==> src/rtl/core/apq_pkg.sv <==
// Shared types and codes for the array minimum priority queue.
package apq_pkg;

	localparam logic MODE_INSERT = 1'b0;
	localparam logic MODE_REMOVE = 1'b1;

	typedef enum logic [1:0] {
		ST_DONE  = 2'd0,
		ST_FULL  = 2'd1,
		ST_EMPTY = 2'd2
	} status_t;

	typedef struct packed {
		logic               mode;
		logic signed [31:0] entry_value;
		logic signed [15:0] entry_priority;
	} req_t;

	typedef struct packed {
		status_t            status;
		logic signed [31:0] item_value;
		logic signed [15:0] item_priority;
	} rsp_t;

	typedef struct packed {
		logic signed [31:0] slot_value;
		logic signed [15:0] slot_prio;
	} slot_t;

	typedef struct packed {
		logic  ins;
		logic  rem;
		slot_t new_slot;
	} cell_ctl_t;

endpackage

==> src/rtl/core/apq_cell.sv <==
// One queue cell: holds one entry, shifts in from its neighbors or takes a new entry.
module apq_cell (
	input  logic              clk,
	input  apq_pkg::cell_ctl_t ctl,
	input  logic              occ,
	input  logic              left_gt,
	input  apq_pkg::slot_t    left_slot,
	input  apq_pkg::slot_t    right_slot,
	output logic              gt,
	output apq_pkg::slot_t    slot
);

	apq_pkg::slot_t slot_q;
	apq_pkg::slot_t slot_nxt;

	// Ranks behind the new entry: empty, or strictly larger priority (ties stay ahead).
	assign gt = !occ || (slot_q.slot_prio > ctl.new_slot.slot_prio);

	always_comb begin
		slot_nxt = slot_q;
		if (ctl.ins && gt) begin
			slot_nxt = left_gt ? left_slot : ctl.new_slot;
		end else if (ctl.rem) begin
			slot_nxt = right_slot;
		end
	end

	always_ff @(posedge clk) begin
		slot_q <= slot_nxt;
	end

	assign slot = slot_q;

endmodule

==> src/rtl/core/array_min_priority_queue.sv <==
// Top level of the array minimum priority queue built as a sorted row of cells.
//
//   channel   direction  handshake            payload
//   request   in         start, busy          req  (mode, entry_value, entry_priority)
//   result    out        done (one cycle)     rsp  (status, item_value, item_priority)
//
// For each item, the accept edge latches the request, and the next edge updates the
// cell row and registers the result, which shows with done high for exactly one
// cycle. busy stays high until that edge, so the next item is accepted no sooner
// than the edge that ends the result strobe.
// Reset clears the fill count and the control flags; cell contents are left as is.
// The receiver cannot stall, so nothing ever waits on the result side.
module array_min_priority_queue #(
	parameter int DEPTH = 8
) (
	input  logic          clk,
	input  logic          arst_n,
	input  logic          start,
	input  apq_pkg::req_t req,
	output logic          busy,
	output logic          done,
	output apq_pkg::rsp_t rsp
);

	localparam int CW = $clog2(DEPTH + 1);
	localparam logic [CW-1:0] FULL_CNT = CW'(DEPTH);

	logic               pend_q;
	apq_pkg::req_t      req_q;
	logic [CW-1:0]      count_q;
	logic               done_q;
	apq_pkg::rsp_t      rsp_q;
	apq_pkg::rsp_t      rsp_nxt;
	apq_pkg::cell_ctl_t ctl;

	logic           gt_w        [DEPTH];
	logic           occ_w       [DEPTH];
	logic           left_gt_w   [DEPTH];
	apq_pkg::slot_t slot_w      [DEPTH];
	apq_pkg::slot_t left_slot_w [DEPTH];
	apq_pkg::slot_t right_slot_w[DEPTH];

	logic accept;
	logic is_full;
	logic is_empty;

	assign accept   = start && !busy;
	assign busy     = pend_q;
	assign is_full  = (count_q == FULL_CNT);
	assign is_empty = (count_q == '0);

	// Broadcast the pending operation to every cell; drop it when full or empty.
	assign ctl.ins      = pend_q && (req_q.mode == apq_pkg::MODE_INSERT) && !is_full;
	assign ctl.rem      = pend_q && (req_q.mode == apq_pkg::MODE_REMOVE) && !is_empty;
	assign ctl.new_slot = '{slot_value: req_q.entry_value, slot_prio: req_q.entry_priority};

	// Cells are kept sorted by priority, earlier arrivals first among ties,
	// so the head cell always holds the entry to remove.
	genvar g;
	generate
		for (g = 0; g < DEPTH; g++) begin : g_cell
			assign occ_w[g] = (CW'(g) < count_q);

			if (g == 0) begin : g_head
				assign left_gt_w[g]   = 1'b0;
				assign left_slot_w[g] = '0;
			end else begin : g_body
				assign left_gt_w[g]   = gt_w[g-1];
				assign left_slot_w[g] = slot_w[g-1];
			end

			if (g == DEPTH - 1) begin : g_tail
				assign right_slot_w[g] = slot_w[g];
			end else begin : g_next
				assign right_slot_w[g] = slot_w[g+1];
			end

			apq_cell u_cell (
				.clk        (clk),
				.ctl        (ctl),
				.occ        (occ_w[g]),
				.left_gt    (left_gt_w[g]),
				.left_slot  (left_slot_w[g]),
				.right_slot (right_slot_w[g]),
				.gt         (gt_w[g]),
				.slot       (slot_w[g])
			);
		end
	endgenerate

	// Form the result from the state seen before the row updates.
	always_comb begin
		rsp_nxt.status        = apq_pkg::ST_DONE;
		rsp_nxt.item_value    = '0;
		rsp_nxt.item_priority = '0;
		if (req_q.mode == apq_pkg::MODE_INSERT) begin
			if (is_full) begin
				rsp_nxt.status = apq_pkg::ST_FULL;
			end
		end else begin
			if (is_empty) begin
				rsp_nxt.status = apq_pkg::ST_EMPTY;
			end else begin
				rsp_nxt.item_value    = slot_w[0].slot_value;
				rsp_nxt.item_priority = slot_w[0].slot_prio;
			end
		end
	end

	// Control state: pending flag, fill count, result strobe.
	always_ff @(posedge clk or negedge arst_n) begin
		if (!arst_n) begin
			pend_q  <= 1'b0;
			count_q <= '0;
			done_q  <= 1'b0;
		end else begin
			pend_q <= accept;
			done_q <= pend_q;
			if (ctl.ins) begin
				count_q <= count_q + 1'b1;
			end else if (ctl.rem) begin
				count_q <= count_q - 1'b1;
			end
		end
	end

	// Payload: hold the request while it works, capture the result with the strobe.
	always_ff @(posedge clk) begin
		if (accept) begin
			req_q <= req;
		end
		if (pend_q) begin
			rsp_q <= rsp_nxt;
		end
	end

	assign done = done_q;
	assign rsp  = rsp_q;

`ifndef ASSERT_OFF
	a_done_after_work: assert property (@(posedge clk) disable iff (!arst_n)
		done |-> $past(busy))
		else $error("result strobe without a working cycle");

	a_one_work_cycle: assert property (@(posedge clk) disable iff (!arst_n)
		busy |=> !busy)
		else $error("busy held longer than one cycle");

	a_count_bound: assert property (@(posedge clk) disable iff (!arst_n)
		count_q <= FULL_CNT)
		else $error("fill count beyond depth");

	a_full_reported: assert property (@(posedge clk) disable iff (!arst_n)
		(pend_q && (req_q.mode == apq_pkg::MODE_INSERT) && is_full)
		|=> (done && (rsp.status == apq_pkg::ST_FULL) && (count_q == FULL_CNT)))
		else $error("insert on a full queue not reported");

	a_head_sorted: assert property (@(posedge clk) disable iff (!arst_n)
		(count_q >= CW'(2)) |-> (slot_w[0].slot_prio <= slot_w[1].slot_prio))
		else $error("head cells out of priority order");
`endif

endmodule
==> config.mk <==
export PLATFORM = sky130hd
export DESIGN_NAME = array_min_priority_queue
export DESIGN_NICKNAME = d
export VERILOG_FILES = /design/src/rtl/core/apq_pkg.sv /design/src/rtl/core/apq_cell.sv /design/src/rtl/core/array_min_priority_queue.sv
export SDC_FILE = /design/constraint.sdc
export NUM_CORES = 1
export LEC_CHECK = 0
export ABC_AREA = 1
export BUFFER_PORTS_ARGS = -buffer_cell sky130_fd_sc_hd__clkbuf_2
export CORE_ASPECT_RATIO = 0.6
export CORE_MARGIN = 4
export CORE_UTILIZATION = 65
export CTS_BUF_LIST = sky130_fd_sc_hd__clkbuf_8
export DETAILED_ROUTE_END_ITERATION = 10
export GPL_TIMING_DRIVEN = 0
export HOLD_SLACK_MARGIN = 0.1
export PLACE_DENSITY = 0.8
export SYNTH_ARGS = -nofsm -noshare
export SYNTH_HDL_FRONTEND = slang
export SYNTH_SLANG_ARGS = --single-unit
export TNS_END_PERCENT = 20
==> constraint.sdc <==
create_clock -name clk -period 6.3 [get_ports clk]
set_input_delay 0 -clock clk [delete_from_list [all_inputs] [get_ports clk]]
set_output_delay 0 -clock clk [all_outputs]
set_load 0.02 [all_outputs]
* Word level (Yosys, flattened, before mapping)
Index checks and enable logic that the tools add are counted.
** Word-level totals
- Bits in registers :: 489
- Latch bits :: 0
- Memory bits (writable) :: 0
- Bits in read-only memories :: 0
- Bits of input ports :: 52
- Word-level logic and storage cells :: 113
- Memories :: 0
** Operators by class
- Add/sub/neg operators :: 2
- Multipliers :: 0
- Div/mod/pow operators :: 0
- Magnitude comparators :: 16
- Eq/ne operators :: 1
- Shifts and indexed selects :: 0
- Muxes and demuxes :: 26
- Bitwise gates (word level) :: 1
- Reduce and logical (&&, ||, !) cells :: 42
** Operator list (number)
- two-way mux 48 bit :: 21
- greater-than comparator 16 bit :: 8
- less-than comparator 3 x 4 -> 1 bit (first input constant) :: 4
- nonzero test 2 bit :: 8
- logical AND 1 bit :: 13
- logical NOT 1 bit :: 11
- logical OR 1 bit :: 8
- less-than comparator 1 x 4 -> 1 bit (first input constant) :: 2
- less-than comparator 2 x 4 -> 1 bit (first input constant) :: 2
- two-way mux 4 bit :: 2
- adder 4 x 1 -> 4 bit (second input constant) :: 1
- == test 4 bit (second input constant) :: 1
- logical NOT 4 bit :: 1
- two-way mux 2 bit :: 2
- subtractor 4 x 1 -> 4 bit (second input constant) :: 1
- OR reduction 2 bit :: 1
- two-way mux 1 bit :: 1
- inverter 1 bit :: 1

* Longest topological paths before layout
- Depth in word-level cells :: 5
- Depth in mapped cells :: 21
- Mapped depth without buffers :: 19

* Hierarchy
A second synthesis with hierarchy kept.
** Unflattened totals
- Cell total of the unflattened synthesis :: 3126
- Area total of the unflattened synthesis :: 28944.0 um^2
** By module, submodules not included
- apq_cell at g_cell[0].u_cell ... :: instances 5, cells each 355, area each 3129.3 um^2, seq. area each 1441.4 um^2
- apq_cell at g_cell[5].u_cell ... :: instances 3, cells each 363, area each 3149.3 um^2, seq. area each 1441.4 um^2
- array_min_priority_queue :: instances 1, cells each 262, area each 3849.9 um^2, seq. area each 3123.0 um^2

* Worst setup path before layout
Ideal clock, no wire load.
- Path kind :: reg2reg
- Start :: reg pend_q, in the netlist busy
- End :: reg g_cell[7].u_cell.slot_q (netlist bit g_cell[7].u_cell.slot[0]) (enable)
- Setup time :: 0.469 ns
- Arrival time :: 4.609 ns
- Slack :: 1.222 ns
- Cell stages (with the launch flop) :: 5
- Path buffers :: 0
- Clock period less this slack :: 5.078 ns
- Cell sequence :: dfrtp_1 -> inv_1 -> nor3_4 -> inv_2 -> a21oi_1
** Between the ends
- Word-level cells in the longest chain between the ends :: 3
** RTL lines
- from (decl) :: line array_min_priority_queue.sv:28 : logic pend_q;
- from (signal assigned) :: line array_min_priority_queue.sv:117 : pend_q <= accept;
- logical AND 1 bit (2 in a row) :: line array_min_priority_queue.sv:53 : assign ctl.ins = pend_q && (req_q.mode == apq_pkg::MODE_INSERT) && !is_full;
- logical AND 1 bit :: line apq_cell.sv:21 : if (ctl.ins && gt) begin
- to (signal assigned) :: line apq_cell.sv:29 : slot_q <= slot_nxt;
- to (decl) :: line apq_cell.sv:13 : apq_pkg::slot_t slot_q;
No other way between the ends.
A chain may end at the register's enable or synchronous reset.

* Worst setup path after layout
- Start :: reg req_q (netlist bit ctl[5])
- End :: reg g_cell[0].u_cell.slot_q (netlist bit g_cell[0].u_cell.slot[20]) (enable)
** Between the ends
- Word-level cells in the longest chain between the ends :: 4
** RTL lines
- from (decl) :: line array_min_priority_queue.sv:29 : apq_pkg::req_t req_q;
- from (signal assigned) :: line array_min_priority_queue.sv:130 : req_q <= req;
- greater-than comparator 16 bit :: line apq_cell.sv:17 : assign gt = !occ || (slot_q.slot_prio > ctl.new_slot.slot_prio);
- logical OR 1 bit :: line apq_cell.sv:17
- logical AND 1 bit :: line apq_cell.sv:21
- nonzero test 2 bit (no source line)
- to (signal assigned) :: line apq_cell.sv:29
- to (decl) :: line apq_cell.sv:13
No other way between the ends.

==> summary.md <==
| Metric | Value |
|---|---|
| Status | completed |
| Synth Flop Type | edfxtp_1 |
| Layout cells sized above 1 | 0.0819 |
| Filler cells | 2976 |
| CP required | approximately 6.5 ns |
| Post-CTS Setup Bufs | 0 |
| Slew headroom | 0.314 |
| Post-synth EDFFs | 483 |
| Inserted Diodes | 0 |
| Slew Limit Fails | 0 |
| Worst-Margin Slew | 1.03 ns |
| # setup viols final | 0 |
| Global-route met1 utilization | 0.548 |
| Via-per-instance ratio | approximately 6 |
| Fin cells | between 4000 and 5000 |
| Seq cells post-synth | 489 |
| Hold Vio Cnt, Final | 0 |
| Max Cap Violations | 0 |
| TritonCTS Sinks | between 400 and 500 |
| Synth Warn # | 0 |
| GRT met2 Usage | 0.527 |
| Cell count after synthesis | 3226 |
| Worst flop-to-flop path startpoint | ctl[5] |
| CTS Buf Count | 74 |
| # rows | 57 |
| Synth area leaders | edfxtp_1 54%, nand2_1 20%, nand3_1 8.6% |
| Area Growth Syn to Fin | 13.9% |
| Area leader, netlist | edfxtp_1 |
| Vias in the first global route | 23000 |
| Pre-CTS WS | roughly 1.7 ns |
| Core area | between 40000 and 50000 um^2 |
| Syn_area_per_cell | about 8.4 um^2 |
| P per Cell Area | ~400 nW/um^2 |
| CP Launch Type | flip-flop |
| Post-synth cell types | 27 |
| WL per Instance | 21.0 um |
| Yosys top cell area share | 0.535 |
| Register-to-register setup slack | roughly 1.3 ns |
| Post-route ant nets | 0 |
| Final setup margin | 1.35 ns |
| Max IR drop VDD | between 0.2 and 0.3 mV |
| Worst Path Max Fanout | 48 |
| Met3 GRT Util | 0.139 |
| FF+latch area | about 15000 um^2 |
| Post-Syn Nets | 3409 |
| CTS tree | built |
| # nets final | ~3700 |
| Final Skew | a little under 0.04 ns |
| Pre-Repair DR Iteration Count | 9 |
| Die area | ~45000 um^2 |
| Placed insts | roughly 3900 |
| R2R depth | 15 |
| Clock latency at the later pin of the worst-skew pair | just under 0.7 ns |
| First-pass GRT wire length | roughly 130000 um |
| Minimum clock period | 4.95 ns |
| Global route hottest layer | met1 |
| Max Clock Freq | 202 MHz |
| Seq/Total Area, Yosys | 0.541 |
| RSZ-0062 raised after global routing | no |
| Initial DRC Count | about 3800 |
| Fin crit share | 0.786 |
| # IOs | between 100 and 150 |
| Synth Cell Area | about 27000 um^2 |
| CP Capture Type | flip-flop |
| Pin count of the biggest net entering global routing | 49 |
| Die Span Y | around 170 um |
| CTS HTree Levels | 3 |
| Initial Util | 0.664 |
| CTS Root Cell | clkbuf_8 |
| Synth async-reset ratio | 0.0123 |
| Vias | 24700 |
| WS Path Type | flip-flop to flip-flop |
| Clock transition at path regs | 0.07 ns |
| P_leak | 14.7 nW |
| I/O Buffers | a little over 100 |
| Routed wire length | about 87000 um |
| Multi-input combinational cell area | approximately 11000 um^2 |
| GRT Overall Usage | 0.376 |
| Hpwl dp | 60600 um |
| Crit Reg-Reg Endpoint | g_cell[0].u_cell.slot[20] |
| Worst hold path type | primary input to asynchronous set/reset pin |
| Aggregate global routing overflow | 0 |
| DIE WIDTH | 272 um |
| CP Data Arrival Time | ~5.2 ns |
| Initial antenna violation count | 1 |
| Bufs on Longest Clock Path | 3 |
| GPL Wtd Cong | a little under 1 |
| Number of remaining DRC errors | 0 |
## per-layer routing
layer,share of wire,routed length [um]
met1,0.40,34700
met2,0.41,35400
met3,0.16,14100
met4,0.031,2680
met5,0,0
## logic make-up (layout without fill, tap and decap cells)
kind of cell / after synthesis / count (layout) / synth area share
flops: 489 / 489 / 0.541
xor+xnor: 3 / 3 / 0.000970
buf+inv: 440 / 781 / 0.0651
fa+ha+maj: 131 / 131 / 0.0605
simple gates: 1990 / 1990 / 0.299
compound gates: 173 / 173 / 0.0332
## critical path, stage by stage, from the launching register on
cell,delay [ns]
edfxtp_1,0.52
inv_1,0.49
ha_1,0.36
a21oi_1,0.17
nor2_1,0.06
nor2_1,0.12
nand2_1,0.07
nand2_1,0.07
nand2_1,0.05
nand2_1,0.05
nand2_1,0.05
nand2_1,0.26
nand2_1,0.37
nand2_1,0.67
clkbuf_1,0.51
nand2_4,0.62
## flip-flops by register name (all words and copies together), names as in the netlist
| name | cells |
|---|---|
| req_q | 1 |
| done | 1 |
| ctl | 48 |
| rsp | 50 |
| count_q | 4 |
| busy | 1 |
| g_cell.u_cell.slot | 384 |
## power breakdown
| part | internal, mW | switching, mW |
|---|---|---|
| Sequential | 4.52 | 0.375 |
| Combinational | 1.35 | 3.62 |
| Clock | 1.15 | 1.33 |
## worst max path at each step
| stage | to | slack (ns) | from |
|---|---|---|---|
| global placement | g_cell[7].u_cell.slot[34] | -1.15 | busy |
| detailed placement | g_cell[0].u_cell.slot[17] | 1.68 | ctl[10] |
| CTS | g_cell[0].u_cell.slot[32] | 1.69 | ctl[11] |
| finish | g_cell[0].u_cell.slot[20] | 1.35 | ctl[5] |
| floorplan | g_cell[7].u_cell.slot[0] | 1.22 | busy |
| global route | g_cell[0].u_cell.slot[25] | 1.24 | ctl[11] |
## cells in the mapped netlist (3+ instances only)
cell and n:
a21o_1 6, a21oi_1 48, buf_1 10, buf_2 54
buf_4 12, clkbuf_1 99, dfrtp_1 6, edfxtp_1 483
ha_1 131, inv_1 257, inv_2 8, nand2_1 1409
nand3_1 464, nand4_1 7, nor2_1 98, nor3_1 5
nor4_1 3, o21ai_0 85, o21ai_1 27, xor2_1 3
## layout by cell type (no fill, tap or decap), types with 6 or more instances in the layout
master	count
clkbuf_1	99
nand3_1	464
nand2_1	1402
buf_4	12
clkbuf_2	103
inv_2	8
a21o_1	6
edfxtp_1	483
clkbuf_8	78
nor2_1	97
clkinv_1	15
o21ai_1	27
buf_1	10
buf_12	6
inv_1	279
clkinv_2	8
o21ai_0	85
dlygate4sd3_1	101
a21oi_1	47
buf_2	54
ha_1	131
nand4_1	7
## repair_timing
item,in CTS,in global routing
endpoints found under the hold margin,103,0
gates resized for setup,0,0
hold buffers,101,0
## per-stage QoR
step | util | hold WS [ns] | power, mW | TNS [ns] | area, um^2
2_1_floorplan | - | -0.296 | 7.93 | 0 | 27100
3_3_place_gp | 0.694 | -0.150 | 9.36 | -64.35 | 28300
3_5_place_dp | 0.700 | -0.147 | 9.58 | 0 | 28600
4_1_cts | 0.757 | 0.317 | 12.0 | 0 | 30900
5_1_grt | 0.757 | 0.396 | 13.0 | 0 | 30900
6_report | 0.757 | 0.363 | 12.3 | 0 | 30900
## final cells by class
class	instances	share of cell area
multi-input cells	2297	0.347
flip-flops and latches	489	0.475
clock buffers	78	0.0348
clock inverters	50	0.00726
repair buffers	213	0.0560
plain buffers	175	0.0249
inverters	265	0.0322
well taps	560	0.0227
No activity file was read; power rests on OpenSTA's default activity.
